`src/rtl/pcsp_pkg.sv`:
```
// Types, codes and helper functions shared by the PNG chunk stream parser.
package pcsp_pkg;

  typedef enum logic [12:0] {
    PH_SIG    = 13'b0_0000_0000_0001,
    PH_HLEN   = 13'b0_0000_0000_0010,
    PH_HNAME  = 13'b0_0000_0000_0100,
    PH_HDATA  = 13'b0_0000_0000_1000,
    PH_LEN    = 13'b0_0000_0001_0000,
    PH_NAME   = 13'b0_0000_0010_0000,
    PH_SKIP   = 13'b0_0000_0100_0000,
    PH_PAL    = 13'b0_0000_1000_0000,
    PH_DAT    = 13'b0_0001_0000_0000,
    PH_CRC    = 13'b0_0010_0000_0000,
    PH_ENDCRC = 13'b0_0100_0000_0000,
    PH_DONE   = 13'b0_1000_0000_0000,
    PH_ERR    = 13'b1_0000_0000_0000
  } phase_t;

  localparam logic [1:0] KIND_NONE = 2'd0;
  localparam logic [1:0] KIND_DATA = 2'd1;
  localparam logic [1:0] KIND_PAL  = 2'd2;

  localparam logic [1:0] ST_PARSING = 2'd0;
  localparam logic [1:0] ST_OK      = 2'd1;
  localparam logic [1:0] ST_ERROR   = 2'd2;

  localparam logic [3:0] ERR_NONE      = 4'd0;
  localparam logic [3:0] ERR_SIGNATURE = 4'd1;
  localparam logic [3:0] ERR_IHDR      = 4'd2;
  localparam logic [3:0] ERR_IEND_LEN  = 4'd3;
  localparam logic [3:0] ERR_PAL_DUP   = 4'd4;
  localparam logic [3:0] ERR_PAL_LEN   = 4'd5;
  localparam logic [3:0] ERR_PAL_LATE  = 4'd6;
  localparam logic [3:0] ERR_CRITICAL  = 4'd7;
  localparam logic [3:0] ERR_NO_DATA   = 4'd8;
  localparam logic [3:0] ERR_NO_PAL    = 4'd9;
  localparam logic [3:0] ERR_TRUNC     = 4'd10;

  localparam logic [31:0] NAME_IHDR = 32'h4948_4452;
  localparam logic [31:0] NAME_IEND = 32'h4945_4E44;
  localparam logic [31:0] NAME_PLTE = 32'h504C_5445;
  localparam logic [31:0] NAME_IDAT = 32'h4944_4154;

  localparam logic [7:0] COLOR_PALETTE = 8'd3;

  typedef struct packed {
    logic [1:0] kind;
    logic [7:0] data;
    logic [9:0] pidx;
    logic [1:0] status;
    logic [3:0] err;
  } result_t;

  function automatic logic [7:0] sig_byte(input logic [2:0] pos);
    logic [7:0] b;
    case (pos)
      3'd0:    b = 8'h89;
      3'd1:    b = 8'h50;
      3'd2:    b = 8'h4E;
      3'd3:    b = 8'h47;
      3'd4:    b = 8'h0D;
      3'd5:    b = 8'h0A;
      3'd6:    b = 8'h1A;
      default: b = 8'h0A;
    endcase
    return b;
  endfunction

  // Since 4 is 1 modulo 3, summing the base-4 digits keeps the residue.
  function automatic logic div3_ok(input logic [9:0] v);
    logic [3:0] s1;
    logic [2:0] s2;
    logic       ok;
    s1 = {2'b00, v[1:0]} + {2'b00, v[3:2]} + {2'b00, v[5:4]} +
         {2'b00, v[7:6]} + {2'b00, v[9:8]};
    s2 = {1'b0, s1[1:0]} + {1'b0, s1[3:2]};
    case (s2)
      3'd0, 3'd3, 3'd6: ok = 1'b1;
      default:          ok = 1'b0;
    endcase
    return ok;
  endfunction

endpackage

```
`src/rtl/png_chunk_stream_parser_core.sv`:
```
// PNG chunk stream parser: byte-serial chunk walker with a registered result.
//
//   channel | direction | handshake          | payload
//   in_     | input     | in_valid/in_stall   | in_data_byte, in_is_last
//   out_    | output    | out_valid/out_stall | out_kind, out_byte, out_palette_index,
//           |           |                     | out_status, out_error_code
//
// One byte is taken per cycle while in_stall is low; each accepted byte gives
// exactly one result in the next cycle, held in the output register. The parse
// state is updated in the cycle of acceptance, so consecutive bytes follow back to back.
// Reset puts the parser in the signature phase with no result pending.
// A stalled output blocks input only while the output register is occupied.
module png_chunk_stream_parser_core (
  input  logic       clk,
  input  logic       rst_n,
  input  logic       in_valid,
  output logic       in_stall,
  input  logic [7:0] in_data_byte,
  input  logic       in_is_last,
  output logic       out_valid,
  input  logic       out_stall,
  output logic [1:0] out_kind,
  output logic [7:0] out_byte,
  output logic [9:0] out_palette_index,
  output logic [1:0] out_status,
  output logic [3:0] out_error_code
);
  import pcsp_pkg::*;

  phase_t      phase_r, phase_nxt;
  logic [3:0]  pos_r, pos_nxt;
  logic [31:0] rem_r, rem_nxt;
  logic [31:0] len_r, len_nxt;
  logic [31:0] name_r, name_nxt;
  logic [9:0]  pal_off_r, pal_off_nxt;
  logic        data_seen_r, data_seen_nxt;
  logic        pal_seen_r, pal_seen_nxt;
  logic        paletted_r, paletted_nxt;
  logic [1:0]  status_r, status_nxt;
  logic [3:0]  error_r, error_nxt;
  logic        out_valid_r, out_valid_nxt;
  result_t     res_r, res;

  logic        in_acc;
  logic [3:0]  pos_inc;
  logic [31:0] rem_dec;
  logic [31:0] len_shift;
  logic [31:0] name_shift;
  logic        pal_len_ok;

  assign in_stall  = out_valid_r & out_stall;
  assign in_acc    = in_valid & ~in_stall;
  assign pos_inc   = pos_r + 4'd1;
  assign rem_dec   = rem_r - 32'd1;
  assign len_shift = {len_r[23:0], in_data_byte};
  assign name_shift = {name_r[23:0], in_data_byte};
  assign pal_len_ok = (len_r >= 32'd3) && (len_r <= 32'd768) && div3_ok(len_r[9:0]);

  always_comb begin
    phase_nxt     = phase_r;
    pos_nxt       = pos_r;
    rem_nxt       = rem_r;
    len_nxt       = len_r;
    name_nxt      = name_r;
    pal_off_nxt   = pal_off_r;
    data_seen_nxt = data_seen_r;
    pal_seen_nxt  = pal_seen_r;
    paletted_nxt  = paletted_r;
    status_nxt    = status_r;
    error_nxt     = error_r;
    res.kind      = KIND_NONE;
    res.data      = 8'd0;
    res.pidx      = 10'd0;
    if (status_r == ST_PARSING) begin
      case (phase_r)
        PH_SIG: begin
          if (in_data_byte != sig_byte(pos_r[2:0])) begin
            status_nxt = ST_ERROR;
            error_nxt  = ERR_SIGNATURE;
            phase_nxt  = PH_ERR;
          end else if (pos_inc == 4'd8) begin
            pos_nxt   = 4'd0;
            phase_nxt = PH_HLEN;
          end else begin
            pos_nxt = pos_inc;
          end
        end
        PH_HLEN, PH_LEN: begin
          len_nxt = len_shift;
          if (pos_inc >= 4'd4) begin
            pos_nxt   = 4'd0;
            phase_nxt = (phase_r == PH_HLEN) ? PH_HNAME : PH_NAME;
          end else begin
            pos_nxt = pos_inc;
          end
        end
        PH_HNAME, PH_NAME: begin
          name_nxt = name_shift;
          if (pos_inc >= 4'd4) begin
            pos_nxt = 4'd0;
            if (phase_r == PH_HNAME) begin
              if (len_r != 32'd13 || name_shift != NAME_IHDR) begin
                status_nxt = ST_ERROR;
                error_nxt  = ERR_IHDR;
                phase_nxt  = PH_ERR;
              end else begin
                rem_nxt   = 32'd13;
                phase_nxt = PH_HDATA;
              end
            end else if (name_shift[29]) begin
              // Ancillary chunk: skip its data and CRC.
              rem_nxt   = (len_r == 32'd0) ? 32'd4 : len_r;
              phase_nxt = (len_r == 32'd0) ? PH_CRC : PH_SKIP;
            end else if (name_shift == NAME_IEND) begin
              if (len_r != 32'd0) begin
                status_nxt = ST_ERROR;
                error_nxt  = ERR_IEND_LEN;
                phase_nxt  = PH_ERR;
              end else begin
                rem_nxt   = 32'd4;
                phase_nxt = PH_ENDCRC;
              end
            end else if (name_shift == NAME_PLTE) begin
              if (pal_seen_r) begin
                status_nxt = ST_ERROR;
                error_nxt  = ERR_PAL_DUP;
                phase_nxt  = PH_ERR;
              end else if (!pal_len_ok) begin
                status_nxt = ST_ERROR;
                error_nxt  = ERR_PAL_LEN;
                phase_nxt  = PH_ERR;
              end else if (data_seen_r) begin
                status_nxt = ST_ERROR;
                error_nxt  = ERR_PAL_LATE;
                phase_nxt  = PH_ERR;
              end else begin
                pal_seen_nxt = 1'b1;
                pal_off_nxt  = 10'd0;
                rem_nxt      = len_r;
                phase_nxt    = PH_PAL;
              end
            end else if (name_shift == NAME_IDAT) begin
              data_seen_nxt = 1'b1;
              rem_nxt       = (len_r == 32'd0) ? 32'd4 : len_r;
              phase_nxt     = (len_r == 32'd0) ? PH_CRC : PH_DAT;
            end else begin
              status_nxt = ST_ERROR;
              error_nxt  = ERR_CRITICAL;
              phase_nxt  = PH_ERR;
            end
          end else begin
            pos_nxt = pos_inc;
          end
        end
        PH_HDATA: begin
          if (rem_r == 32'd4) begin
            paletted_nxt = (in_data_byte == COLOR_PALETTE);
          end
          rem_nxt = rem_dec;
          if (rem_dec == 32'd0) begin
            rem_nxt   = 32'd4;
            phase_nxt = PH_CRC;
          end
        end
        PH_SKIP, PH_PAL, PH_DAT: begin
          if (phase_r == PH_PAL) begin
            res.kind    = KIND_PAL;
            res.data    = in_data_byte;
            res.pidx    = pal_off_r;
            pal_off_nxt = pal_off_r + 10'd1;
          end else if (phase_r == PH_DAT) begin
            res.kind = KIND_DATA;
            res.data = in_data_byte;
          end
          rem_nxt = rem_dec;
          if (rem_dec == 32'd0) begin
            rem_nxt   = 32'd4;
            phase_nxt = PH_CRC;
          end
        end
        PH_CRC: begin
          rem_nxt = rem_dec;
          if (rem_dec == 32'd0) begin
            pos_nxt   = 4'd0;
            len_nxt   = 32'd0;
            name_nxt  = 32'd0;
            phase_nxt = PH_LEN;
          end
        end
        PH_ENDCRC: begin
          rem_nxt = rem_dec;
          if (rem_dec == 32'd0) begin
            if (!data_seen_r) begin
              status_nxt = ST_ERROR;
              error_nxt  = ERR_NO_DATA;
              phase_nxt  = PH_ERR;
            end else if (paletted_r && !pal_seen_r) begin
              status_nxt = ST_ERROR;
              error_nxt  = ERR_NO_PAL;
              phase_nxt  = PH_ERR;
            end else begin
              status_nxt = ST_OK;
              error_nxt  = ERR_NONE;
              phase_nxt  = PH_DONE;
            end
          end
        end
        default: begin
          status_nxt = ST_ERROR;
          error_nxt  = ERR_TRUNC;
          phase_nxt  = PH_ERR;
        end
      endcase
      // A stream that ends before IEND is complete counts as truncated.
      if (status_nxt == ST_PARSING && in_is_last) begin
        status_nxt = ST_ERROR;
        error_nxt  = ERR_TRUNC;
        phase_nxt  = PH_ERR;
      end
    end
    res.status = status_nxt;
    res.err    = error_nxt;
  end

  assign out_valid_nxt = in_acc | (out_valid_r & out_stall);

  always_ff @(posedge clk) begin
    if (!rst_n) begin
      phase_r     <= PH_SIG;
      pos_r       <= 4'd0;
      rem_r       <= 32'd0;
      len_r       <= 32'd0;
      name_r      <= 32'd0;
      pal_off_r   <= 10'd0;
      data_seen_r <= 1'b0;
      pal_seen_r  <= 1'b0;
      paletted_r  <= 1'b0;
      status_r    <= ST_PARSING;
      error_r     <= ERR_NONE;
      out_valid_r <= 1'b0;
    end else begin
      out_valid_r <= out_valid_nxt;
      if (in_acc) begin
        phase_r     <= phase_nxt;
        pos_r       <= pos_nxt;
        rem_r       <= rem_nxt;
        len_r       <= len_nxt;
        name_r      <= name_nxt;
        pal_off_r   <= pal_off_nxt;
        data_seen_r <= data_seen_nxt;
        pal_seen_r  <= pal_seen_nxt;
        paletted_r  <= paletted_nxt;
        status_r    <= status_nxt;
        error_r     <= error_nxt;
      end
    end
  end

  always_ff @(posedge clk) begin
    if (in_acc) begin
      res_r <= res;
    end
  end

  assign out_valid         = out_valid_r;
  assign out_kind          = res_r.kind;
  assign out_byte          = res_r.data;
  assign out_palette_index = res_r.pidx;
  assign out_status        = res_r.status;
  assign out_error_code    = res_r.err;

  a_ok_no_error: assert property (@(posedge clk) disable iff (!rst_n)
    (out_valid && out_status == ST_OK) |-> (out_error_code == ERR_NONE))
    else $error("finished result carries an error code");

  a_parsing_no_error: assert property (@(posedge clk) disable iff (!rst_n)
    (out_valid && out_status == ST_PARSING) |-> (out_error_code == ERR_NONE))
    else $error("error code reported while still parsing");

  a_pal_index_range: assert property (@(posedge clk) disable iff (!rst_n)
    (out_valid && out_kind == KIND_PAL) |-> (out_palette_index < 10'd768))
    else $error("palette index beyond palette size");

  a_sticky_silent: assert property (@(posedge clk) disable iff (!rst_n)
    (in_acc && status_r != ST_PARSING) |=> (out_kind == KIND_NONE && out_status == $past(status_r)))
    else $error("byte emitted after the parse ended");

  a_done_has_data: assert property (@(posedge clk) disable iff (!rst_n)
    (phase_r == PH_DONE) |-> (data_seen_r && status_r == ST_OK))
    else $error("stream finished without image data");

endmodule

```
`config.mk`:
```
export PLATFORM = sky130hd
export DESIGN_NAME = png_chunk_stream_parser_core
export DESIGN_NICKNAME = d
export VERILOG_FILES = /design/src/rtl/pcsp_pkg.sv /design/src/rtl/png_chunk_stream_parser_core.sv
export SDC_FILE = /design/constraint.sdc
export NUM_CORES = 1
export LEC_CHECK = 0
export BUFFER_PORTS_ARGS = -buffer_cell sky130_fd_sc_hd__buf_2
export CORE_MARGIN = 2
export CORE_UTILIZATION = 50
export CTS_CLUSTER_DIAMETER = 120
export DETAILED_ROUTE_END_ITERATION = 7
export MAX_ROUTING_LAYER = met4
export PLACE_DENSITY_LB_ADDON = 0.1
export REMOVE_ABC_BUFFERS = 1
export SYNTH_ARGS = -nofsm -noshare
export SYNTH_HDL_FRONTEND = slang
export SYNTH_SLANG_ARGS = --single-unit
```
`constraint.sdc`:
```
create_clock -name clk -period 5.7 [get_ports clk]
set_input_delay 1.14 -clock clk [delete_from_list [all_inputs] [get_ports clk]]
set_output_delay 1.14 -clock clk [all_outputs]
set_load 0.02 [all_outputs]
```
* Word level (Yosys, flattened, before mapping) *
Cells that the tools add are included.

storage, ports and cells
  memories kept = 0
  output and inout port bits = 28
  RAM bits = 0
  logic and storage cells = 229
  memory bits (read-only) = 0
  bits in latches = 0
  input port bits = 13
  register bits = 151

operators by class
  reduce and logical (&&, ||, !) cells = 38
  mux-type cells = 102
  eq/ne operators = 50
  divide/modulo/power cells = 0
  shift-type cells = 0
  $lt $le $gt $ge = 3
  $add $sub $neg = 8
  multipliers = 0
  bitwise operators = 10

operator list
  kind                     count
  $mux W32                 14
  $mux W13                 20
  $mux W10                 12
  $eq A32 B31 Y1 const B   3
  $pmux W32 S3             1
  $mux W4                  21
  $pmux W13 S6             1
  $logic_not A32 Y1        2
  $pmux W32 S2             1
  $pmux W24 S2             1
  $pmux W8 S6              1
  $mux W2                  18
  $eq A32 B3 Y1 const B    1
  $ge A32 B2 Y1 const B    1
  $le A32 B10 Y1 const B   1
  $ne A32 B31 Y1 const B   1
  $ne A32 B4 Y1 const B    1
  $reduce_bool A32 Y1      1
  $sub A32 B1 Y32 const B  1
  $ne A6 B6 Y1 const B     4
  $ne A2 B2 Y1 const B     11
  $pmux W10 S2             1
  $mux W8                  2
  $pmux W4 S4              1
  other kinds (54)         90

* Logic depth before layout (Yosys ltp) *
  depth in word-level cells = 22
  depth in mapped cells = 21

* Worst setup path before layout *
OpenSTA, ideal clock, no wires.

  path kind = register to register
  start point = reg len_r[0]
  end point = reg rem_r[11]
  slack = 1.025 ns
  data required time = 5.563 ns
  arrival = 4.539 ns
  stages on the path, launching flop included = 21
  path through = dfxtp_1 -> fa_1 -> inv_1 -> fa_1 -> fa_1 -> inv_1 -> fa_1 -> xor2_1 -> ha_1 -> inv_1 -> fa_1 -> xor2_1 -> o21a_1 -> nor3_1 -> and4b_1 -> or2_2 -> nand2_1 -> a21oi_1 -> clkbuf_1 -> clkbuf_1 -> a31oi_1

between the ends
  cells in the longest elaborated chain, start to end = 11
  elaborated cells between the ends (all ways) = 30
  those cells by class = 5 x add/sub; 2 x order compare; 6 x eq/ne; 9 x mux; 8 x reduce/logical

ends and longest elaborated chain
  element                               line                                 text
  start, declared                       png_chunk_stream_parser_core.sv:33   logic [31:0] len_r, len_nxt;
  start signal, assigned                png_chunk_stream_parser_core.sv:247  len_r <= len_nxt;
  $add A2 B2 Y3                         pcsp_pkg.sv:75                       s1 = {2'b00, v[1:0]} + {2'b00, v[3:2]} + {2'b00, v[5:4]} +
  $add A3 B2 Y4                         pcsp_pkg.sv:75
  $add A4 B2 Y4                         pcsp_pkg.sv:75
  $add A4 B2 Y4                         pcsp_pkg.sv:76                       {2'b00, v[7:6]} + {2'b00, v[9:8]};
  $add A2 B2 Y3                         pcsp_pkg.sv:77                       s2 = {1'b0, s1[1:0]} + {1'b0, s1[3:2]};
  $eq A3 B2 Y1 (tied with other cells)  pcsp_pkg.sv:78                       case (s2)
  $reduce_or A3 Y1                      pcsp_pkg.sv:78
  $mux W1                               pcsp_pkg.sv:78
  $logic_and A1 B1 Y1                   png_chunk_stream_parser_core.sv:57   assign pal_len_ok = (len_r >= 32'd3) && (len_r <= 32'd768) && div3_ok(len_r[9:0]);
  $ne A6 B6 Y1 (no line)                -
  $reduce_and A10 Y1 (no line)          -
  end signal, assigned                  png_chunk_stream_parser_core.sv:246  rem_r <= rem_nxt;
  end, declared                         png_chunk_stream_parser_core.sv:32   logic [31:0] rem_r, rem_nxt;

Parallel ways exist; a longest one is shown, timed or not. The select of a mux whose other input is x is not followed.
A chain may end at the register's enable or synchronous reset.

* Worst setup path in the final report *
  start point = reg len_r[1]
  end point = reg rem_r[5]

The elaborated chain is that of the path after synthesis.

==> flow_summary_export.csv <==
group,metric,value,unit
synthesis,yosysMostFrequentCell,"dfxtp_1",
sta,period_needed,5.214,ns
synthesis,netlist_top_cells_area,"dfxtp_1, edfxtp_1, a22oi_1, nor2_1, nand2_1",
critical_path,r2r_slack,0.49,ns
final_layout,multi_input_area,5209,um^2
sta,drv_slew,0,
synthesis,yosysTopAreaCellShare,0.2813,
drt,antenna_left,0,
global_route,antenna_found_initial,0,
clock_tree,clockRootBuffer,"clkbuf_16",
critical_path,r2r_start,"len_r[1]",
critical_path,worst_ep_required_time,6.07,ns
global_route,use_met1,0.3749,
flow_run,max_cap_violations,0,
outcome,outcome,"finished, final reports clean",
final_layout,seqCellArea,3283,um^2
synthesis,synth-edff-count,26,
critical_path,worst_setup_path_end_kind,"flip-flop",
synthesis,netlist_instances,1069,
sta,hold_viol,0,
floorplan,die_w,137.4,um
clock_tree,post_cts_buffers,0,
critical_path,reg2reg_depth,18,
critical_path,start_kind,"flip-flop",
placement,place_ws,0.5007,ns
drt,vias,8351,
floorplan,row_count,48,
synthesis,ys_ff_latch,151,
global_route,use_met3,0.05408,
placement,io_buffer_count,40,
synthesis,syn_avg_cell_area,8.322,um^2
final_layout,syn_to_final_growth,10.28,%
clock_tree,cts_tree,"built",
drt,wirelength,25740,um
sta,rsz0062_at_grt,"no",
critical_path,timing.rr.end,"rem_r[5]",
sta,skew,0.01347,ns
final_layout,post-route-util,0.5652,
drt,dr.pass1.iters,5,
power_and_ir_drop,p_per_area,242.2,nW/um^2
final_layout,fillers,1647,
global_route,grt_overflow_total,0,
synthesis,synth_top_cells_by_count,"dfxtp_1, nor2_1, nand2_1",
global_route,grt_max_degree,47,
sta,fin_ws,0.4860,ns
synthesis,ys_seq_area_frac,0.3691,
sta,fin_tns_setup,0,ns
clock_tree,cts_hold_buf,0,
floorplan,die_h,137.4,um
final_layout,diodes,0,
global_route,grt_use_met2,0.4563,
drt,post_drt_wl_per_cell,19.66,um
floorplan,io_pins,41,
critical_path,cp_max_fo,16,
power_and_ir_drop,vdd_drop_max,0.1852,mV
worst_hold_path,hold_path_end,"error_r[2]",
placement,dp.final_hpwl,18320,um
clock_tree,cts_buffers,17,
drt,drcViolationCount,0,
synthesis,synthesis.area,8896,um^2
final_layout,layout.nets,1103,
clock_tree,clock_path_buffers,2,
placement,place_congestion,0.9324,
sta,finalCritPeriodShare,0.9147,
global_route,grt_pass1_wl,41440,um
synthesis,yosys_most_used_dff,"dfxtp_1",
critical_path,cp.arrival,5.58,ns
synthesis,ys_types,87,
worst_hold_path,hold_depth,2,
sta,slew_headroom,0.3242,
sta,worst_pin_slew,1.013,ns
worst_hold_path,hold_start,"error_r[2]",
synthesis,yosys.area.top_type,"dfxtp_1",
clock_tree,clock_latency,0.43,ns
final_layout,layout-drive-gt1-share,0.1116,
clock_tree,post_cts_resized,0,
sta,fmax,0.1918,GHz
worst_hold_path,hp-class,"reg2reg",
global_route,grt_pass1_vias,7714,
drt,routed_via_density,6.380,
global_route,grt_use_total,0.2930,
sta,setup_violations,0,
synthesis,async_flop_share,0,
clock_tree,clk_pin_slew,0.06,ns
synthesis,ys_warn_count,0,
floorplan,initial_core_util,0.5125,
clock_tree,clkSinkCount,151,
global_route,busiest_layer,"met2",
power_and_ir_drop,total_leakage_power,0.003550,uW
critical_path,worst-setup-path-type,"reg2reg",
clock_tree,htreeDepth,4,
drt,drt_iter0_drc,823,
floorplan,core,17360,um^2
floorplan,fp.dieArea,18870,um^2
critical path: stages (launching register included):
cell	delay (ns)
dfxtp_1	0.47
inv_1	0.10
fa_1	0.51
fa_1	0.52
inv_1	0.07
fa_1	0.43
xor2_1	0.16
ha_1	0.17
inv_1	0.05
fa_1	0.46
xor2_1	0.15
o21a_1	0.20
nor3_1	0.12
and4b_1	0.30
or2_2	0.15
nand2_1	0.08
a21oi_4	0.46
and2_1	0.55
a32o_1	0.20
per-layer routing:
layer  share of wire  wire length [um]  vias up
li1                -                 -     3986
met1            0.43             11160     3971
met2            0.47             12140      337
met3           0.059              1526       57
met4           0.035               908        0
met5               0                 0        -
worst max path at each step:
stage / startpoint / to / slack [ns] / cells after the start
2_1_floorplan: len_r[0] / rem_r[12] / -0.15 / 19
3_3_place_gp: len_r[0] / rem_r[5] / 0.60 / 19
3_5_place_dp: len_r[1] / rem_r[20] / 0.50 / 18
4_1_cts: len_r[1] / rem_r[5] / 0.50 / 18
5_1_grt: len_r[2] / rem_r[5] / 0.10 / 19
6_report: len_r[1] / rem_r[5] / 0.49 / 18
flip-flops by register name, summed over array words and instances, names as in the netlist, 4 cells and up:
name	count
len_r	32
pos_r	4
out_byte	8
phase_r	13
out_palette_index	10
rem_r	32
pal_off_r	10
out_error_code	4
error_r	4
name_r	24
cell families after synthesis:
logic type / after synthesis / synth area share
muxes: 4 / 0.004641
DFF: 151 / 0.3691
xor gates and xnor gates: 34 / 0.03347
AOI/OAI and AO/OA: 269 / 0.2173
and+or+nand+nor: 485 / 0.2956
buffers and inverters: 107 / 0.04726
adders and majority gates: 19 / 0.03263
through the flow:
| stage | instance area [um^2] | total power (uW) | instances | hold slack (ns) |
|---|---|---|---|---|
| after floorplan | 8607 | 1214 | 997 | 0.4508 |
| after global placement | 9230 | 1271 | 1277 | 0.4677 |
| after detailed placement | 9230 | 1273 | 1277 | 0.4768 |
| after CTS | 9811 | 2393 | 1309 | 0.4851 |
| after global routing | 9811 | 2447 | 1309 | 0.5220 |
| final | 9811 | 2376 | 1309 | 0.4839 |
where the power goes:
group | total [uW] | switching, uW | internal (uW)
Combinational | 141 | 94.8 | 45.8
Clock | 1130 | 475 | 651
Sequential | 1110 | 9.20 | 1100
area by class of cell:
class | count | share of cell area
inverters | 35 | 0.01339
multi-input cells | 811 | 0.5309
repair buffers | 55 | 0.03316
well taps | 225 | 0.02870
flip-flops and latches | 151 | 0.3347
clock inverters | 13 | 0.01505
clock buffers | 19 | 0.04413
layout by cell type (no fill, tap or decap), types with 8 or more instances in the layout:
| master | n |
|---|---|
| buf_4 | 14 |
| nor2b_1 | 33 |
| and3_1 | 11 |
| nand2_1 | 85 |
| ha_1 | 12 |
| or2_2 | 9 |
| xor2_1 | 18 |
| clkbuf_16 | 17 |
| buf_2 | 40 |
| nor3b_1 | 10 |
| a22oi_1 | 64 |
| a32o_1 | 16 |
| and2_1 | 27 |
| a31oi_1 | 13 |
| or3_1 | 20 |
| o21ai_1 | 8 |
| nand4_1 | 24 |
| nor2_1 | 112 |
| nor3_1 | 29 |
| nand3_1 | 30 |
| xnor2_1 | 16 |
| nor4_1 | 26 |
| nand2b_1 | 8 |
| inv_1 | 35 |
| edfxtp_1 | 26 |
| or4_1 | 14 |
| dfxtp_1 | 125 |
| o21ai_0 | 49 |
| a21boi_0 | 8 |
| a21oi_1 | 29 |
No activity file was read; power rests on OpenSTA's default activity.
